===== src/hdl/websocket_frame_deframer_unit_macros.svh =====
// Assertion macros shared by the deframer modules.
`ifndef WEBSOCKET_FRAME_DEFRAMER_UNIT_MACROS_SVH
`define WEBSOCKET_FRAME_DEFRAMER_UNIT_MACROS_SVH

// Same-cycle implication, checked outside reset.
`define WSD_ASSERT_IMP(label, clk, rst_n, ante, cons) \
    label: assert property (@(posedge clk) disable iff (!rst_n) (ante) |-> (cons)) \
        else $error("deframer assertion failed");

// Next-cycle implication, checked outside reset.
`define WSD_ASSERT_NXT(label, clk, rst_n, ante, cons) \
    label: assert property (@(posedge clk) disable iff (!rst_n) (ante) |=> (cons)) \
        else $error("deframer assertion failed");

`endif


===== src/hdl/wsd_pkg.sv =====
// Shared types and constants of the WebSocket frame deframer.
`default_nettype none

package wsd_pkg;

    localparam logic [3:0]  OP_TEXT       = 4'h1;
    localparam logic [3:0]  OP_CLOSE      = 4'h8;
    localparam logic [6:0]  LEN_CODE_16   = 7'd126;
    localparam logic [6:0]  LEN_CODE_64   = 7'd127;
    localparam logic [31:0] MAX_LEN_RESET = 32'd67108864;
    localparam int          QUEUE_DEPTH   = 4;

    typedef enum logic [1:0] {
        KIND_BYTE     = 2'd0,
        KIND_EMPTY    = 2'd1,
        KIND_CLOSE    = 2'd2,
        KIND_OVERSIZE = 2'd3
    } kind_t;

    typedef struct packed {
        kind_t      kind;
        logic [7:0] data;
        logic       last;
    } result_t;

endpackage

`default_nettype wire


===== src/hdl/wsd_parse.sv =====
// Front end: header parser, length check and payload unmasking, one byte per beat.
`default_nettype none

module wsd_parse (
    input  wire logic             clk,
    input  wire logic             rst_n,
    input  wire logic             byte_valid,
    input  wire logic [7:0]       rx_byte,
    input  wire logic [31:0]      max_len,
    output wsd_pkg::result_t      res,
    output logic                  res_valid
);
    import wsd_pkg::*;
    `include "websocket_frame_deframer_unit_macros.svh"

    typedef enum logic [2:0] {
        PH_HDR0    = 3'd0,
        PH_HDR1    = 3'd1,
        PH_EXTLEN  = 3'd2,
        PH_MASK    = 3'd3,
        PH_PAYLOAD = 3'd4
    } phase_t;

    phase_t      phase_reg, phase_next;
    logic        fin_reg, fin_next;
    logic [3:0]  op_reg, op_next;
    logic        mask_reg, mask_next;
    logic [2:0]  cnt_reg, cnt_next;
    logic [63:0] len_reg, len_next;
    logic [31:0] rem_reg, rem_next;
    logic [31:0] key_reg, key_next;
    logic [1:0]  idx_reg, idx_next;
    logic        err_reg, err_next;

    logic        len_done;
    logic        start_pay;
    logic        end_frame;
    logic        end_empty;
    logic [63:0] len_val;
    logic [31:0] rem_dec;
    logic [7:0]  key_byte;
    logic [7:0]  plain;

    always_comb
    begin
        unique case (idx_reg)
            2'd0:    key_byte = key_reg[31:24];
            2'd1:    key_byte = key_reg[23:16];
            2'd2:    key_byte = key_reg[15:8];
            default: key_byte = key_reg[7:0];
        endcase
    end

    assign plain   = rx_byte ^ key_byte;
    assign rem_dec = rem_reg - 32'd1;

    always_comb
    begin
        phase_next = phase_reg;
        fin_next   = fin_reg;
        op_next    = op_reg;
        mask_next  = mask_reg;
        cnt_next   = cnt_reg;
        len_next   = len_reg;
        rem_next   = rem_reg;
        key_next   = key_reg;
        idx_next   = idx_reg;
        err_next   = err_reg;
        len_done   = 1'b0;
        start_pay  = 1'b0;
        end_frame  = 1'b0;
        end_empty  = 1'b0;
        len_val    = len_reg;
        res_valid  = 1'b0;
        res        = '{kind: KIND_BYTE, data: 8'd0, last: 1'b0};

        if (byte_valid && !err_reg)
        begin
            unique case (phase_reg)
                PH_HDR1:
                begin
                    mask_next = rx_byte[7];
                    len_next  = 64'd0;
                    if (rx_byte[6:0] == LEN_CODE_16)
                    begin
                        cnt_next   = 3'd1;
                        phase_next = PH_EXTLEN;
                    end
                    else if (rx_byte[6:0] == LEN_CODE_64)
                    begin
                        cnt_next   = 3'd7;
                        phase_next = PH_EXTLEN;
                    end
                    else
                    begin
                        len_val  = {57'd0, rx_byte[6:0]};
                        len_done = 1'b1;
                    end
                end
                PH_EXTLEN:
                begin
                    len_val  = {len_reg[55:0], rx_byte};
                    len_next = len_val;
                    if (cnt_reg != 3'd0)
                        cnt_next = cnt_reg - 3'd1;
                    else
                        len_done = 1'b1;
                end
                PH_MASK:
                begin
                    key_next = {key_reg[23:0], rx_byte};
                    if (cnt_reg != 3'd0)
                        cnt_next = cnt_reg - 3'd1;
                    else
                        start_pay = 1'b1;
                end
                PH_PAYLOAD:
                begin
                    idx_next = idx_reg + 2'd1;
                    rem_next = rem_dec;
                    if (fin_reg && op_reg == OP_TEXT)
                    begin
                        res_valid = 1'b1;
                        res       = '{kind: KIND_BYTE, data: plain, last: (rem_dec == 32'd0)};
                        if (rem_dec == 32'd0)
                            phase_next = PH_HDR0;
                    end
                    else if (rem_dec == 32'd0)
                    begin
                        end_frame = 1'b1;
                    end
                end
                default:
                begin
                    fin_next   = rx_byte[7];
                    op_next    = rx_byte[3:0];
                    phase_next = PH_HDR1;
                end
            endcase

            if (len_done)
            begin
                len_next = len_val;
                if (len_val[63:32] != 32'd0 || len_val[31:0] > max_len)
                begin
                    err_next  = 1'b1;
                    res_valid = 1'b1;
                    res       = '{kind: KIND_OVERSIZE, data: 8'd0, last: 1'b1};
                end
                else
                begin
                    key_next = 32'd0;
                    if (mask_next)
                    begin
                        cnt_next   = 3'd3;
                        phase_next = PH_MASK;
                    end
                    else
                    begin
                        start_pay = 1'b1;
                    end
                end
            end

            if (start_pay)
            begin
                rem_next = len_next[31:0];
                idx_next = 2'd0;
                if (len_next[31:0] == 32'd0)
                begin
                    end_frame = 1'b1;
                    end_empty = 1'b1;
                end
                else
                begin
                    phase_next = PH_PAYLOAD;
                end
            end

            if (end_frame)
            begin
                phase_next = PH_HDR0;
                if (op_reg == OP_CLOSE)
                begin
                    res_valid = 1'b1;
                    res       = '{kind: KIND_CLOSE, data: 8'd0, last: 1'b1};
                end
                else if (end_empty && fin_reg && op_reg == OP_TEXT)
                begin
                    res_valid = 1'b1;
                    res       = '{kind: KIND_EMPTY, data: 8'd0, last: 1'b1};
                end
            end
        end
    end

    always_ff @(posedge clk or negedge rst_n)
    begin
        if (!rst_n)
        begin
            phase_reg <= PH_HDR0;
            fin_reg   <= 1'b0;
            op_reg    <= 4'd0;
            mask_reg  <= 1'b0;
            cnt_reg   <= 3'd0;
            len_reg   <= 64'd0;
            rem_reg   <= 32'd0;
            key_reg   <= 32'd0;
            idx_reg   <= 2'd0;
            err_reg   <= 1'b0;
        end
        else
        begin
            phase_reg <= phase_next;
            fin_reg   <= fin_next;
            op_reg    <= op_next;
            mask_reg  <= mask_next;
            cnt_reg   <= cnt_next;
            len_reg   <= len_next;
            rem_reg   <= rem_next;
            key_reg   <= key_next;
            idx_reg   <= idx_next;
            err_reg   <= err_next;
        end
    end

    `WSD_ASSERT_NXT(a_err_sticky, clk, rst_n, err_reg, err_reg)
    `WSD_ASSERT_IMP(a_pay_nonzero, clk, rst_n, phase_reg == PH_PAYLOAD, rem_reg != 32'd0)
    `WSD_ASSERT_IMP(a_event_shape, clk, rst_n, res_valid && res.kind != KIND_BYTE,
                    res.data == 8'd0 && res.last)

endmodule

`default_nettype wire


===== src/hdl/wsd_queue.sv =====
// Back end: short result queue between the parser and the result port.
`default_nettype none

module wsd_queue (
    input  wire logic             clk,
    input  wire logic             rst_n,
    input  wire logic             wr_en,
    input  wire wsd_pkg::result_t wr_data,
    output logic                  full,
    input  wire logic             rd_en,
    output wsd_pkg::result_t      rd_data,
    output logic                  empty
);
    import wsd_pkg::*;
    `include "websocket_frame_deframer_unit_macros.svh"

    localparam int PTR_W = $clog2(QUEUE_DEPTH);
    localparam int CNT_W = $clog2(QUEUE_DEPTH + 1);
    localparam logic [CNT_W-1:0] DEPTH_C = CNT_W'(QUEUE_DEPTH);

    result_t          mem [QUEUE_DEPTH];
    logic [PTR_W-1:0] wptr_reg, wptr_next;
    logic [PTR_W-1:0] rptr_reg, rptr_next;
    logic [CNT_W-1:0] cnt_reg, cnt_next;
    logic             do_wr;
    logic             do_rd;

    assign full    = (cnt_reg == DEPTH_C);
    assign empty   = (cnt_reg == '0);
    assign do_wr   = wr_en && !full;
    assign do_rd   = rd_en && !empty;
    assign rd_data = mem[rptr_reg];

    always_comb
    begin
        wptr_next = wptr_reg;
        rptr_next = rptr_reg;
        cnt_next  = cnt_reg;
        if (do_wr)
            wptr_next = (wptr_reg == PTR_W'(QUEUE_DEPTH - 1)) ? '0 : wptr_reg + 1'b1;
        if (do_rd)
            rptr_next = (rptr_reg == PTR_W'(QUEUE_DEPTH - 1)) ? '0 : rptr_reg + 1'b1;
        if (do_wr && !do_rd)
            cnt_next = cnt_reg + 1'b1;
        else if (do_rd && !do_wr)
            cnt_next = cnt_reg - 1'b1;
    end

    always_ff @(posedge clk)
    begin
        if (do_wr)
            mem[wptr_reg] <= wr_data;
    end

    always_ff @(posedge clk or negedge rst_n)
    begin
        if (!rst_n)
        begin
            wptr_reg <= '0;
            rptr_reg <= '0;
            cnt_reg  <= '0;
        end
        else
        begin
            wptr_reg <= wptr_next;
            rptr_reg <= rptr_next;
            cnt_reg  <= cnt_next;
        end
    end

    `WSD_ASSERT_IMP(a_cnt_bound, clk, rst_n, 1'b1, cnt_reg <= DEPTH_C)
    `WSD_ASSERT_NXT(a_cnt_inc, clk, rst_n, do_wr && !do_rd, cnt_reg == $past(cnt_reg) + 1'b1)
    `WSD_ASSERT_NXT(a_cnt_dec, clk, rst_n, do_rd && !do_wr, cnt_reg == $past(cnt_reg) - 1'b1)

endmodule

`default_nettype wire


===== src/hdl/websocket_frame_deframer_unit.sv =====
// Top level of the WebSocket frame deframer: parser front end and result queue.
//
// Usage:
//  Input channel: drive rx_byte and raise push; a byte is taken at a clock edge
//  where push is high and full is low. One byte per beat, every cycle while full is low.
//  Result channel: while empty is low, result_kind, data_byte and last_of_message
//  show the oldest result; it is taken at an edge where pop is high.
//  Config channel: cfg_data carries the payload length limit, written when
//  cfg_valid and cfg_ready are high; cfg_ready is always high. Write it idle.
//  Latency: a result enters the queue the cycle after its byte, behind any older results.
//  Throughput: one byte per cycle while full is low; header decode, the length
//  compare and the unmask XOR all finish in the parser in the cycle the byte is taken.
//  Stall: a four-entry result queue absorbs a stalled receiver; full rises
//  when it fills and holds off input until a result is popped.
//  Reset: parser returns to the first header byte, the sticky oversize error
//  clears, the queue empties and the limit returns to 64 MiB.
`default_nettype none

module websocket_frame_deframer_unit (
    input  wire logic        clk,
    input  wire logic        rst_n,
    input  wire logic        push,
    output logic             full,
    input  wire logic [7:0]  rx_byte,
    output logic             empty,
    input  wire logic        pop,
    output logic [1:0]       result_kind,
    output logic [7:0]       data_byte,
    output logic             last_of_message,
    input  wire logic        cfg_valid,
    output logic             cfg_ready,
    input  wire logic [31:0] cfg_data
);
    import wsd_pkg::*;

    logic [31:0] max_len_reg;
    logic        byte_acc;
    logic        res_valid;
    result_t     res;
    result_t     head;

    assign cfg_ready = 1'b1;
    assign byte_acc  = push && !full;

    always_ff @(posedge clk or negedge rst_n)
    begin
        if (!rst_n)
            max_len_reg <= MAX_LEN_RESET;
        else if (cfg_valid && cfg_ready)
            max_len_reg <= cfg_data;
    end

    wsd_parse u_parse (
        .clk        (clk),
        .rst_n      (rst_n),
        .byte_valid (byte_acc),
        .rx_byte    (rx_byte),
        .max_len    (max_len_reg),
        .res        (res),
        .res_valid  (res_valid)
    );

    wsd_queue u_queue (
        .clk     (clk),
        .rst_n   (rst_n),
        .wr_en   (res_valid),
        .wr_data (res),
        .full    (full),
        .rd_en   (pop),
        .rd_data (head),
        .empty   (empty)
    );

    assign result_kind     = head.kind;
    assign data_byte       = head.data;
    assign last_of_message = head.last;

endmodule

`default_nettype wire

===== config.mk =====
export PLATFORM = sky130hd
export DESIGN_NAME = websocket_frame_deframer_unit
export DESIGN_NICKNAME = d
export VERILOG_FILES = /design/src/hdl/wsd_pkg.sv /design/src/hdl/wsd_parse.sv /design/src/hdl/wsd_queue.sv /design/src/hdl/websocket_frame_deframer_unit.sv
export VERILOG_INCLUDE_DIRS = /design/src /design/src/hdl
export SDC_FILE = /design/constraint.sdc
export NUM_CORES = 1
export LEC_CHECK = 0
export BUFFER_PORTS_ARGS = -buffer_cell sky130_fd_sc_hd__buf_4
export CAP_MARGIN = 20
export CELL_PAD_IN_SITES_DETAIL_PLACEMENT = 0
export CELL_PAD_IN_SITES_GLOBAL_PLACEMENT = 1
export CORE_MARGIN = 10
export CORE_UTILIZATION = 49
export CTS_BUF_LIST = sky130_fd_sc_hd__clkbuf_16
export DETAILED_ROUTE_END_ITERATION = 6
export PLACE_DENSITY_LB_ADDON = 0.1
export SETUP_SLACK_MARGIN = 0.4
export SLEW_MARGIN = 5
export SYNTH_ARGS = -nofsm -noshare
export SYNTH_HDL_FRONTEND = slang
export SYNTH_SLANG_ARGS = --single-unit

===== constraint.sdc =====
create_clock -name clk -period 7 [get_ports clk]
set_input_delay 0.7 -clock clk [delete_from_list [all_inputs] [get_ports clk]]
set_output_delay 0.7 -clock clk [all_outputs]
set_load 0.005 [all_outputs]

[Word level (Yosys, flattened, before mapping)]
Memories as Yosys holds them, arrays and structs flattened.
Cells that the tools add are included.
Cells by class
  $add $sub $neg: 7
  multipliers: 0
  div/mod/pow operators: 0
  order comparisons: 1
  eq/ne operators: 14
  shift-type cells: 0
  mux-type cells: 76
  bitwise operators: 2
  reductions and logical operators: 29
Operators with widths (number)
  $mux 64: 5
  $pmux 64 s2: 2
  $mux 32: 5
  $mux 11: 7
  $logic_not 32->1: 2
  $mux 3: 18
  $gt 32x32->1: 1
  $reduce_bool 32->1: 1
  $sub 32x1->32 const B: 1
  $mux 1: 30
  $pmux 8 s3: 1
  $eq 7x7->1 const B: 2
  $logic_and 1x1->1: 9
  $mux 9: 1
  $pmux 3 s3: 1
  $mux 2: 4
  $xor 8x8->8: 1
  $add 2x1->2 const B: 3
  $eq 2x2->1 const B: 3
  $eq 3x2->1 const B: 2
  $eq 3x3->1 const B: 2
  $pmux 3 s2: 1
  $reduce_and 2->1: 3
  $sub 3x1->3 const B: 2
  other kinds (17): 22
Word-level totals
  register bits: 182
  latch bits: 0
  bits in writable memories: 44
  bits in read-only memories: 0
  bits of input ports: 45
  output and inout bits: 14
  logic and storage cells: 145
  memories: 1
Memory list
  u_queue.mem: depth 4, bits a word 11, rd ports 1, clocked after memory_dff 0, wr ports 1, RTL line wsd_queue.sv:21  | result_t mem [QUEUE_DEPTH];

[Depth between registers and ports, before layout]
Gate-level depths: netlist of run 1.
  depth in word-level cells: 23
  gate-level depth with buffers: 22
  depth with buffers taken out: 19

[Cells and area by module]
A second synthesis of run 1 with hierarchy kept.
Second synthesis, totals
  cells, all modules: 1192
  area, all modules: 12502.0 um^2
Modules (own cells, without submodules)
  wsd_parse: instances 1, cells an instance 1027, area each 9110.0 um^2, sequential area each 3578.4 um^2
  wsd_queue: instances 1, cells an instance 94, area each 2028.2 um^2, sequential area each 1496.4 um^2
  websocket_frame_deframer_unit: instances 1, cells an instance 71, area each 1363.8 um^2, sequential area each 802.0 um^2

[Worst setup path before layout of run 1]
No wires, ideal clock.
  path type: in2reg
  start point: input port rx_byte[1]
  end point: register u_queue.cnt_reg[2]
  library setup time: 0.079 ns
  arrival: 5.059 ns
  data required time: 6.921 ns
  slack: 1.861 ns
  stages on the path: 19
  buffers on the path: 2
  path through: and4_1 a311oi_1 clkbuf_1 o21ai_0 ha_1 nand4_1 nor3_1 a221o_1 o31ai_1 and4_1 clkbuf_1 o2111ai_1 a31oi_2 ha_1 inv_1 fa_1 xor2_1 nor2_1 xor2_1
Between the ends
  cells in the longest elaborated chain, start to end: 22
  elaborated cells on any way between the ends: 40
  classes of those cells: 1 x order compare; 2 x eq/ne; 27 x mux; 10 x reduce/logical
Ends and longest elaborated chain
  start: declaration: RTL line websocket_frame_deframer_unit.sv:24  | input wire logic [7:0] rx_byte,
  $eq 7x7->1: RTL line wsd_parse.sv:89  | else if (rx_byte[6:0] == LEN_CODE_64)
  $mux 64: RTL line wsd_parse.sv:89
  $mux 64: RTL line wsd_parse.sv:84  | if (rx_byte[6:0] == LEN_CODE_16)
  $pmux 64 s2: RTL line wsd_parse.sv:79  | unique case (phase_reg)
  $mux 64: RTL line wsd_parse.sv:77  | if (byte_valid && !err_reg)
  $gt 32x32->1 / $reduce_bool 32->1 (equally long branches): RTL line wsd_parse.sv:144  | if (len_val[63:32] != 32'd0 || len_val[31:0] > max_len)
  $logic_or 1x1->1: RTL line wsd_parse.sv:144
  $mux 1: RTL line wsd_parse.sv:144
  (+7 left out)
  $mux 1: RTL line wsd_parse.sv:183  | if (op_reg == OP_CLOSE)
  $mux 1 (*): RTL line wsd_parse.sv:180  | if (end_frame)
  $mux 1 (*): RTL line wsd_parse.sv:77
  $logic_and 1x1->1 (*): RTL line wsd_queue.sv:30  | assign do_wr = wr_en && !full;
  named net u_queue.do_wr: RTL line wsd_queue.sv:25  | logic do_wr;
  $logic_not 1->1: RTL line wsd_queue.sv:45  | else if (do_rd && !do_wr)
  $logic_and 1x1->1: RTL line wsd_queue.sv:45
  $reduce_bool 2->1 (no line)
  end signal: assignment: RTL line wsd_queue.sv:67  | cnt_reg <= cnt_next;
  end: declaration: RTL line wsd_queue.sv:24  | logic [CNT_W-1:0] cnt_reg, cnt_next;
The timed path passes the listed nets; every way through them passes the cells marked *. The select of a mux whose other input is x is not followed.
A chain may end at the register's enable or synchronous reset.

[Final worst setup path of run 1]
  start point: register u_parse.phase_reg[2]
  end point: register u_queue.cnt_reg[2]
Between the ends
  cells in the longest elaborated chain, start to end: 20
  elaborated cells on any way between the ends: 44
  classes of those cells: 1 x order compare; 4 x eq/ne; 29 x mux; 10 x reduce/logical
Ends and longest elaborated chain
  start: declaration: RTL line wsd_parse.sv:24  | phase_t phase_reg, phase_next;
  start signal: assignment: RTL line wsd_parse.sv:214  | phase_reg <= phase_next;
  $eq 3x2->1 / $eq 3x1->1 (equally long branches): RTL line wsd_parse.sv:79
  $pmux 64 s2: RTL line wsd_parse.sv:79
  $mux 64: RTL line wsd_parse.sv:77
  $gt 32x32->1 / $reduce_bool 32->1 (equally long branches): RTL line wsd_parse.sv:144
  $logic_or 1x1->1: RTL line wsd_parse.sv:144
  $mux 1: RTL line wsd_parse.sv:144
  $mux 1: RTL line wsd_parse.sv:141  | if (len_done)
  $mux 1: RTL line wsd_parse.sv:77
  (+5 left out)
  $mux 1: RTL line wsd_parse.sv:183
  $mux 1 (*): RTL line wsd_parse.sv:180
  $mux 1 (*): RTL line wsd_parse.sv:77
  $logic_and 1x1->1 (*): RTL line wsd_queue.sv:30
  named net u_queue.do_wr: RTL line wsd_queue.sv:25
  $logic_not 1->1: RTL line wsd_queue.sv:45
  $logic_and 1x1->1: RTL line wsd_queue.sv:45
  $reduce_bool 2->1 (no line)
Marked as above.

==> results_dict.tcl, run 1 <==
set metrics [dict create \
    ys_types 78 \
    p_seq_share_pct 35.0 \
    hold_viol 0 \
    ys_warn_count 0 \
    swShare_pct 41.9 \
    comb_power_share_pct 40.5 \
    syn-num-nets 1418 \
    crit_end "u_queue.cnt_reg[2]" \
    cts_buffers 26 \
    tns_ns 0 \
    yosysSeqAreaShare_pct 46.6 \
    post-route-util_pct 56.1 \
    slew_violations 0 \
    async_flop_share_pct 80.5 \
    final.setup_skew_ns 0.0124 \
    power_frac_clock_pct 24.5 \
    max_cap_violations 0 \
    p_sw_mw 2.41 \
    wl_um 35500 \
    period_minus_slack_ns 5.71 \
    drtPass1Iterations 5 \
    cp-end-kind "flip-flop" \
    path_class "reg -> reg" \
    antenna_found_initial 0 \
    vias_per_cell 6.07 \
    synth_edf_count 44 \
    cts-root-buf "clkbuf_16" \
    core_um2 25300 \
    grt_use_total_pct 21.0 \
    hp-class "in -> async" \
    dieArea_um2 32500 \
    internal_power_mw 3.35 \
    met1Wirelength_um 16100 \
    wl_per_cell_um 21.0 \
    grt_overflow 0 \
    io_pins 59 \
    cp_data_required_time_ns 7.45 \
    htree_levels 1 \
    reg2reg_slack_ns 1.29 \
    post_cts_buffers 0 \
    layout-drive-gt1-share_pct 12.1 \
    cp.arrival_ns 6.16 \
    clock-sinks 226 \
    relSlewSlack_pct 26.0 \
    fmax_mhz 175 \
    tightest_slew_ns 1.11 \
    cp_max_fo 23 \
    synth.ff_latch_count 226 \
    grt_pass1_vias 9985 \
    design_area_um2 14200 \
    cts_max_path_buffers 3 \
    rr_startpoint "u_parse.phase_reg[2]" \
    io_buffers 57 \
    p_leak_nw 5.91 \
    dpl-instance-area_um2 13300 \
    top_layer "met4" \
    dpl.hpwl_um 24300 \
    reg2reg_to "u_queue.cnt_reg[2]" \
    setup_viol_count_final 0 \
    largest_register_ffs 64 \
    critPathLaunchType "flip-flop" \
    p_per_area_nw_per_um2 407 \
    grt_max_degree 117 \
    wl_met2_um 16700 \
    ir_drop_mv 0.218 \
    worst-r2r-cell-count 18 \
    gp_congestion 0.858 \
    avgSynthCellArea_um2 9.50 \
    clk_latency_ns 0.54 \
    place_inst 1644 \
    cts_resized 0 \
    diodes 0 \
    die_h_um 180 \
    holdBufCountCts 0 \
    vias 10300 \
    fin_cells 1692 \
    path_clk_slew_ns 0.07 \
    post-route-period-util_pct 81.5 \
    crit_path_start "u_parse.phase_reg[2]" \
    nNetsFinal 1434 \
    drc 0 \
    num_rows 58 \
    grt_pass1_wl_um 56700 \
    ys.flop_type "dfrtp_1" \
    die_w_um 180 \
    route.met3.wl_um 1730 \
    rsz0062_at_grt "no" \
    start_util_pct 49.9 \
    syn_area_um2 12600 \
    synth_cells 1326 \
    cts_tree "yes" \
    drtAntennaViolNets 0 \
    drt_iter0_drc 932 \
    run_status "finished clean" \
    syn_to_final_growth_pct 12.4 \
]
==> power groups by stage <==
stage / Combinational [mW] / Clock (mW) / Sequential [mW]
finish: 2.34 / 1.41 / 2.02
global placement: 2.29 / 0 / 2.03
floorplan: 1.72 / 0 / 1.85
CTS: 2.33 / 1.43 / 2.01
detailed placement: 2.32 / 0 / 2.03
global route: 2.57 / 1.49 / 2.05
==> worst max-delay path: stages (launching register included) <==
cell	delay (ns)
dfrtp_1	0.37
buf_4	0.21
or2_2	0.46
nand2b_1	0.61
a22o_1	0.39
ha_1	0.31
a21oi_1	0.13
o21ai_0	0.11
a221o_1	0.36
o31ai_1	0.43
and4_1	0.34
o2111ai_1	0.26
a31oi_2	0.47
ha_1	0.27
inv_1	0.06
fa_1	0.37
xor2_1	0.17
nor2_1	0.11
xor2_1	0.16
==> per-layer routing <==
| layer | up-vias | global-route usage (%) |
|---|---|---|
| met4 | 0 | 5.81 |
| met3 | 53 | 2.89 |
| met2 | 290 | 33.8 |
| met1 | 5048 | 29.0 |
| met5 | - | 0 |
| li1 | 4885 | - |
==> stage by stage <==
stage | hold slack [ns] | power, mW | setup slack (ns)
global placement | 0.464 | 4.32 | 1.24
finish | 0.308 | 5.76 | 1.29
floorplan | 0.404 | 3.57 | 1.86
CTS | 0.357 | 5.77 | 1.38
global route | 0.372 | 6.12 | 0.846
detailed placement | 0.480 | 4.35 | 1.08
==> worst min-delay path by stage <==
stage,end,slack (ns),cells past startpoint
2_1_floorplan,max_len_reg[0],0.40,0
3_3_place_gp,u_parse.len_reg[59],0.46,2
3_5_place_dp,u_parse.len_reg[56],0.48,2
4_1_cts,u_parse.key_reg[11],0.36,1
5_1_grt,max_len_reg[19],0.37,3
6_report,u_parse.key_reg[11],0.31,1
==> cell type report <==
type,instances,area [um^2]
clock inverters,21,205
fillers,2291,11100
inverters,56,210
flip-flops and latches,226,5880
repair buffers,76,577
multi-input cells,956,6200
clock buffers,27,676
well taps,330,413
==> layout by cell type, fill, tap and decap left out, types with 7 or more instances in the layout <==
cell type	Yosys	layout
inv_1	56	60
nand2_1	196	196
dfrtp_1	181	181
o31a_1	7	7
a2bb2oi_1	14	14
mux2_2	14	14
o22ai_1	7	7
mux2i_1	12	12
nand2b_1	16	16
o21ai_0	142	142
and2_1	12	12
nand4_1	24	24
nor3_1	24	24
ha_1	46	46
a222oi_1	8	8
or3_1	12	11
nand3_1	13	13
nor4_1	25	25
buf_4	1	75
clkbuf_16	0	27
nand3b_1	10	10
a22oi_1	9	9
o22a_1	19	19
a21oi_1	79	79
a22o_1	60	60
nor2_1	56	54
mux4_2	11	11
a21o_1	8	8
nor2b_1	21	21
xnor2_1	15	15
o31ai_1	8	7
edfxtp_1	44	44
==> Yosys cell counts, types with 15 or more instances <==
master    number  area, um^2
dfrtp_1      181        4530
o21ai_0      142         711
inv_1         56         210
a21oi_1       79         395
nor3_1        24         120
nand4_1       24         150
xnor2_1       15         131
a22o_1        60         526
nand2b_1      16         100
nand2_1      196         736
ha_1          46         576
nor4_1        25         156
nor2_1        56         210
nor2b_1       21         131
o22a_1        19         166
clkbuf_1      80         300
edfxtp_1      44        1320
==> cells by family after synthesis <==
group                      share of synthesized area, %
AOI/OAI and AO/OA                                  21.1
xor gates and xnor gates                           1.18
adders and majority gates                          4.73
buffers and inverters                              4.38
DFF                                                46.6
muxes                                              4.17
other                                            0.0298
and+or+nand+nor                                    17.8
(Power assumes the default switching activity.)
==> run 2, diff against run 1 <==
--- a/config.mk
+++ b/config.mk
@@ -11,7 +11,7 @@
 export CELL_PAD_IN_SITES_DETAIL_PLACEMENT = 0
 export CELL_PAD_IN_SITES_GLOBAL_PLACEMENT = 1
 export CORE_MARGIN = 10
-export CORE_UTILIZATION = 49
+export CORE_UTILIZATION = 44
 export CTS_BUF_LIST = sky130_fd_sc_hd__clkbuf_16
 export DETAILED_ROUTE_END_ITERATION = 6
 export PLACE_DENSITY_LB_ADDON = 0.1
==> constraint.sdc (replaced) <==
create_clock -name clk -period 4.7 [get_ports clk]
set_input_delay 0.47 -clock clk [delete_from_list [all_inputs] [get_ports clk]]
set_output_delay 0.47 -clock clk [all_outputs]
set_load 0.005 [all_outputs]
==> run 2 against run 1 <==
Sequential power is 49% higher. Design area is 6.2% higher. Worst hold slack worse by 0.17 ns. Critical path depth stayed put. Critical endpoint unchanged. Combinational power is 68% higher. Highest routed layer unchanged.
==> results_dict.tcl, run 2 (synthesis gave the netlist of run 1 again) <==
set metrics [dict create \
    run_status "finished clean" \
    antenna_found_initial 0 \
    grt_pass1_vias 10200 \
    dpl-instance-area_um2 13700 \
    drtAntennaViolNets 0 \
    cp.arrival_ns 4.79 \
    start_util_pct 45.0 \
    dieArea_um2 35800 \
    fin_hold_ws_ns 0.141 \
    nNetsFinal 1488 \
    fmax_mhz 231 \
    io_pins 59 \
    grt_pass1_wl_um 58600 \
    core_um2 28000 \
    post-route-period-util_pct 92.2 \
    slew_violations 0 \
    wl_per_cell_um 20.7 \
    num_rows 61 \
    cts_max_path_buffers 3 \
    wl_um 37200 \
    cp_data_required_time_ns 5.16 \
    setup_viol_count_final 0 \
    hp-class "in -> reg" \
    worst-r2r-cell-count 18 \
    cp_max_fo 6 \
    final.setup_skew_ns 0.0137 \
    p_per_area_nw_per_um2 602 \
    critPathLaunchType "flip-flop" \
    setup_ws_ns 0.368 \
    relSlewSlack_pct 27.8 \
    drt_iter0_drc 815 \
    drtPass1Iterations 5 \
    drc 0 \
    hold_viol 0 \
    rsz0062_at_grt "yes" \
    syn_to_final_growth_pct 19.3 \
    die_w_um 189 \
    use_met3_pct 2.39 \
    use_met1_pct 27.0 \
    grt_overflow 0 \
    cts_buffers 27 \
    clk_latency_ns 0.54 \
    clock-sinks 226 \
    htree_levels 1 \
    rr_startpoint "u_parse.phase_reg[0]" \
    layout_commonest_cell "nand2_1" \
    path_clk_slew_ns 0.06 \
    reg2reg_slack_ns 0.37 \
    dpl.hpwl_um 25300 \
    grt_busiest_layer "met2" \
    fin_cells 1795 \
    design_area_um2 15000 \
    n_fill_cell 2549 \
    gp_congestion 0.854 \
    layout-drive-gt1-share_pct 17.6 \
    diodes 0 \
    vias_per_cell 5.85 \
    cts_tree "yes" \
    grt_use_total_pct 20.1 \
    cts-root-buf "clkbuf_16" \
    place_inst 1728 \
    die_h_um 189 \
    crit_path_start "u_parse.phase_reg[0]" \
    ir_drop_mv 0.301 \
    cp-end-kind "flip-flop" \
    p_leak_nw 6.27 \
    io_buffers 57 \
    period_minus_slack_ns 4.33 \
    crit_end "u_queue.cnt_reg[2]" \
    gr-usage-met2_pct 34.1 \
    tightest_slew_ns 1.08 \
    reg2reg_to "u_queue.cnt_reg[2]" \
    max_cap_violations 0 \
    largest_register_ffs 64 \
    grt_max_degree 98 \
    final_cell_mix "195 x nand2_1, 180 x dfrtp_1, 142 x o21ai_0" \
    tns_ns 0 \
    dpl_worst_slack_ns -0.0172 \
    path_class "reg -> reg" \
    vias 10500 \
]
[run 2: cell types whose count changed in the layout (fill, tap and decap cells not counted), sizes merged]
cell	change
clkbuf	+1
clkinvlp	-1
buf	+49
inv	+1
clkinv	+2
nand2b	+2
dlygate4sd3	+1
[run 2: how the worst min path moves through the flow]
stage,from,endpoint,slack [ns],depth (start not counted)
3_3_place_gp,u_parse.len_reg[61],u_parse.len_reg[61],0.46,2
4_1_cts,cfg_data[3],max_len_reg[3],0.11,3
2_1_floorplan,rst_n,max_len_reg[0],0.17,0
3_5_place_dp,u_parse.len_reg[60],u_parse.len_reg[60],0.48,2
5_1_grt,cfg_data[1],max_len_reg[1],0.13,3
6_report,cfg_data[3],max_len_reg[3],0.14,3
[run 2: area by class of cell]
type / instances / area, um^2 / share of cell area [%]
clock buffers: 27 / 676 / 4.50
inverters: 56 / 210 / 1.40
flip-flops and latches: 226 / 5880 / 39.1
clock inverters: 23 / 215 / 1.43
well taps: 378 / 473 / 3.15
repair buffers: 127 / 1040 / 6.93
multi-input cells: 958 / 6540 / 43.5
[run 2: report_power, final]
part	internal [mW]	switching, mW	total, mW
clock network	1.26	0.839	2.10
logic	1.66	2.28	3.94
registers	2.38	0.628	3.01
[run 2: worst max-delay path, cell delays in order (launching register included)]
cell       delay, ns
dfrtp_2         0.45
xnor2_4         0.17
or2_4           0.28
nand2b_4        0.20
a22o_1          0.22
ha_4            0.23
a21oi_1         0.14
o21ai_0         0.13
a221o_1         0.41
o31ai_4         0.31
and4_4          0.30
o2111ai_4       0.15
a31oi_4         0.24
ha_2            0.22
inv_2           0.04
fa_2            0.32
xor2_1          0.16
nor2_1          0.13
xor2_1          0.15
[run 2: what timing repair did]
action / 4_1_cts / 5_1_grt
pin swaps: 6 / 18
hold buffers: 1 / 0
buffers inserted: 3 / 10
cloned: 2 / 1
hold endpoints to repair: 14 / 0
resized for setup: 10 / 32
endpoints found under the setup margin: 65 / 68
[run 2: per-stage QoR]
stage | utilization, % | power, mW
2_1_floorplan | - | 5.44
3_3_place_gp | 49.0 | 6.65
3_5_place_dp | 49.0 | 6.69
4_1_cts | 52.5 | 8.90
5_1_grt | 53.7 | 9.63
6_report | 53.7 | 9.05
[run 2: metal layers]
metal / wire (um) / vias up / share of wire, %
met4: 803 / 0 / 2.2
li1: - / 5000 / -
met1: 16800 / 5200 / 45
met2: 18100 / 247 / 49
met3: 1470 / 48 / 3.9
met5: 0 / - / 0
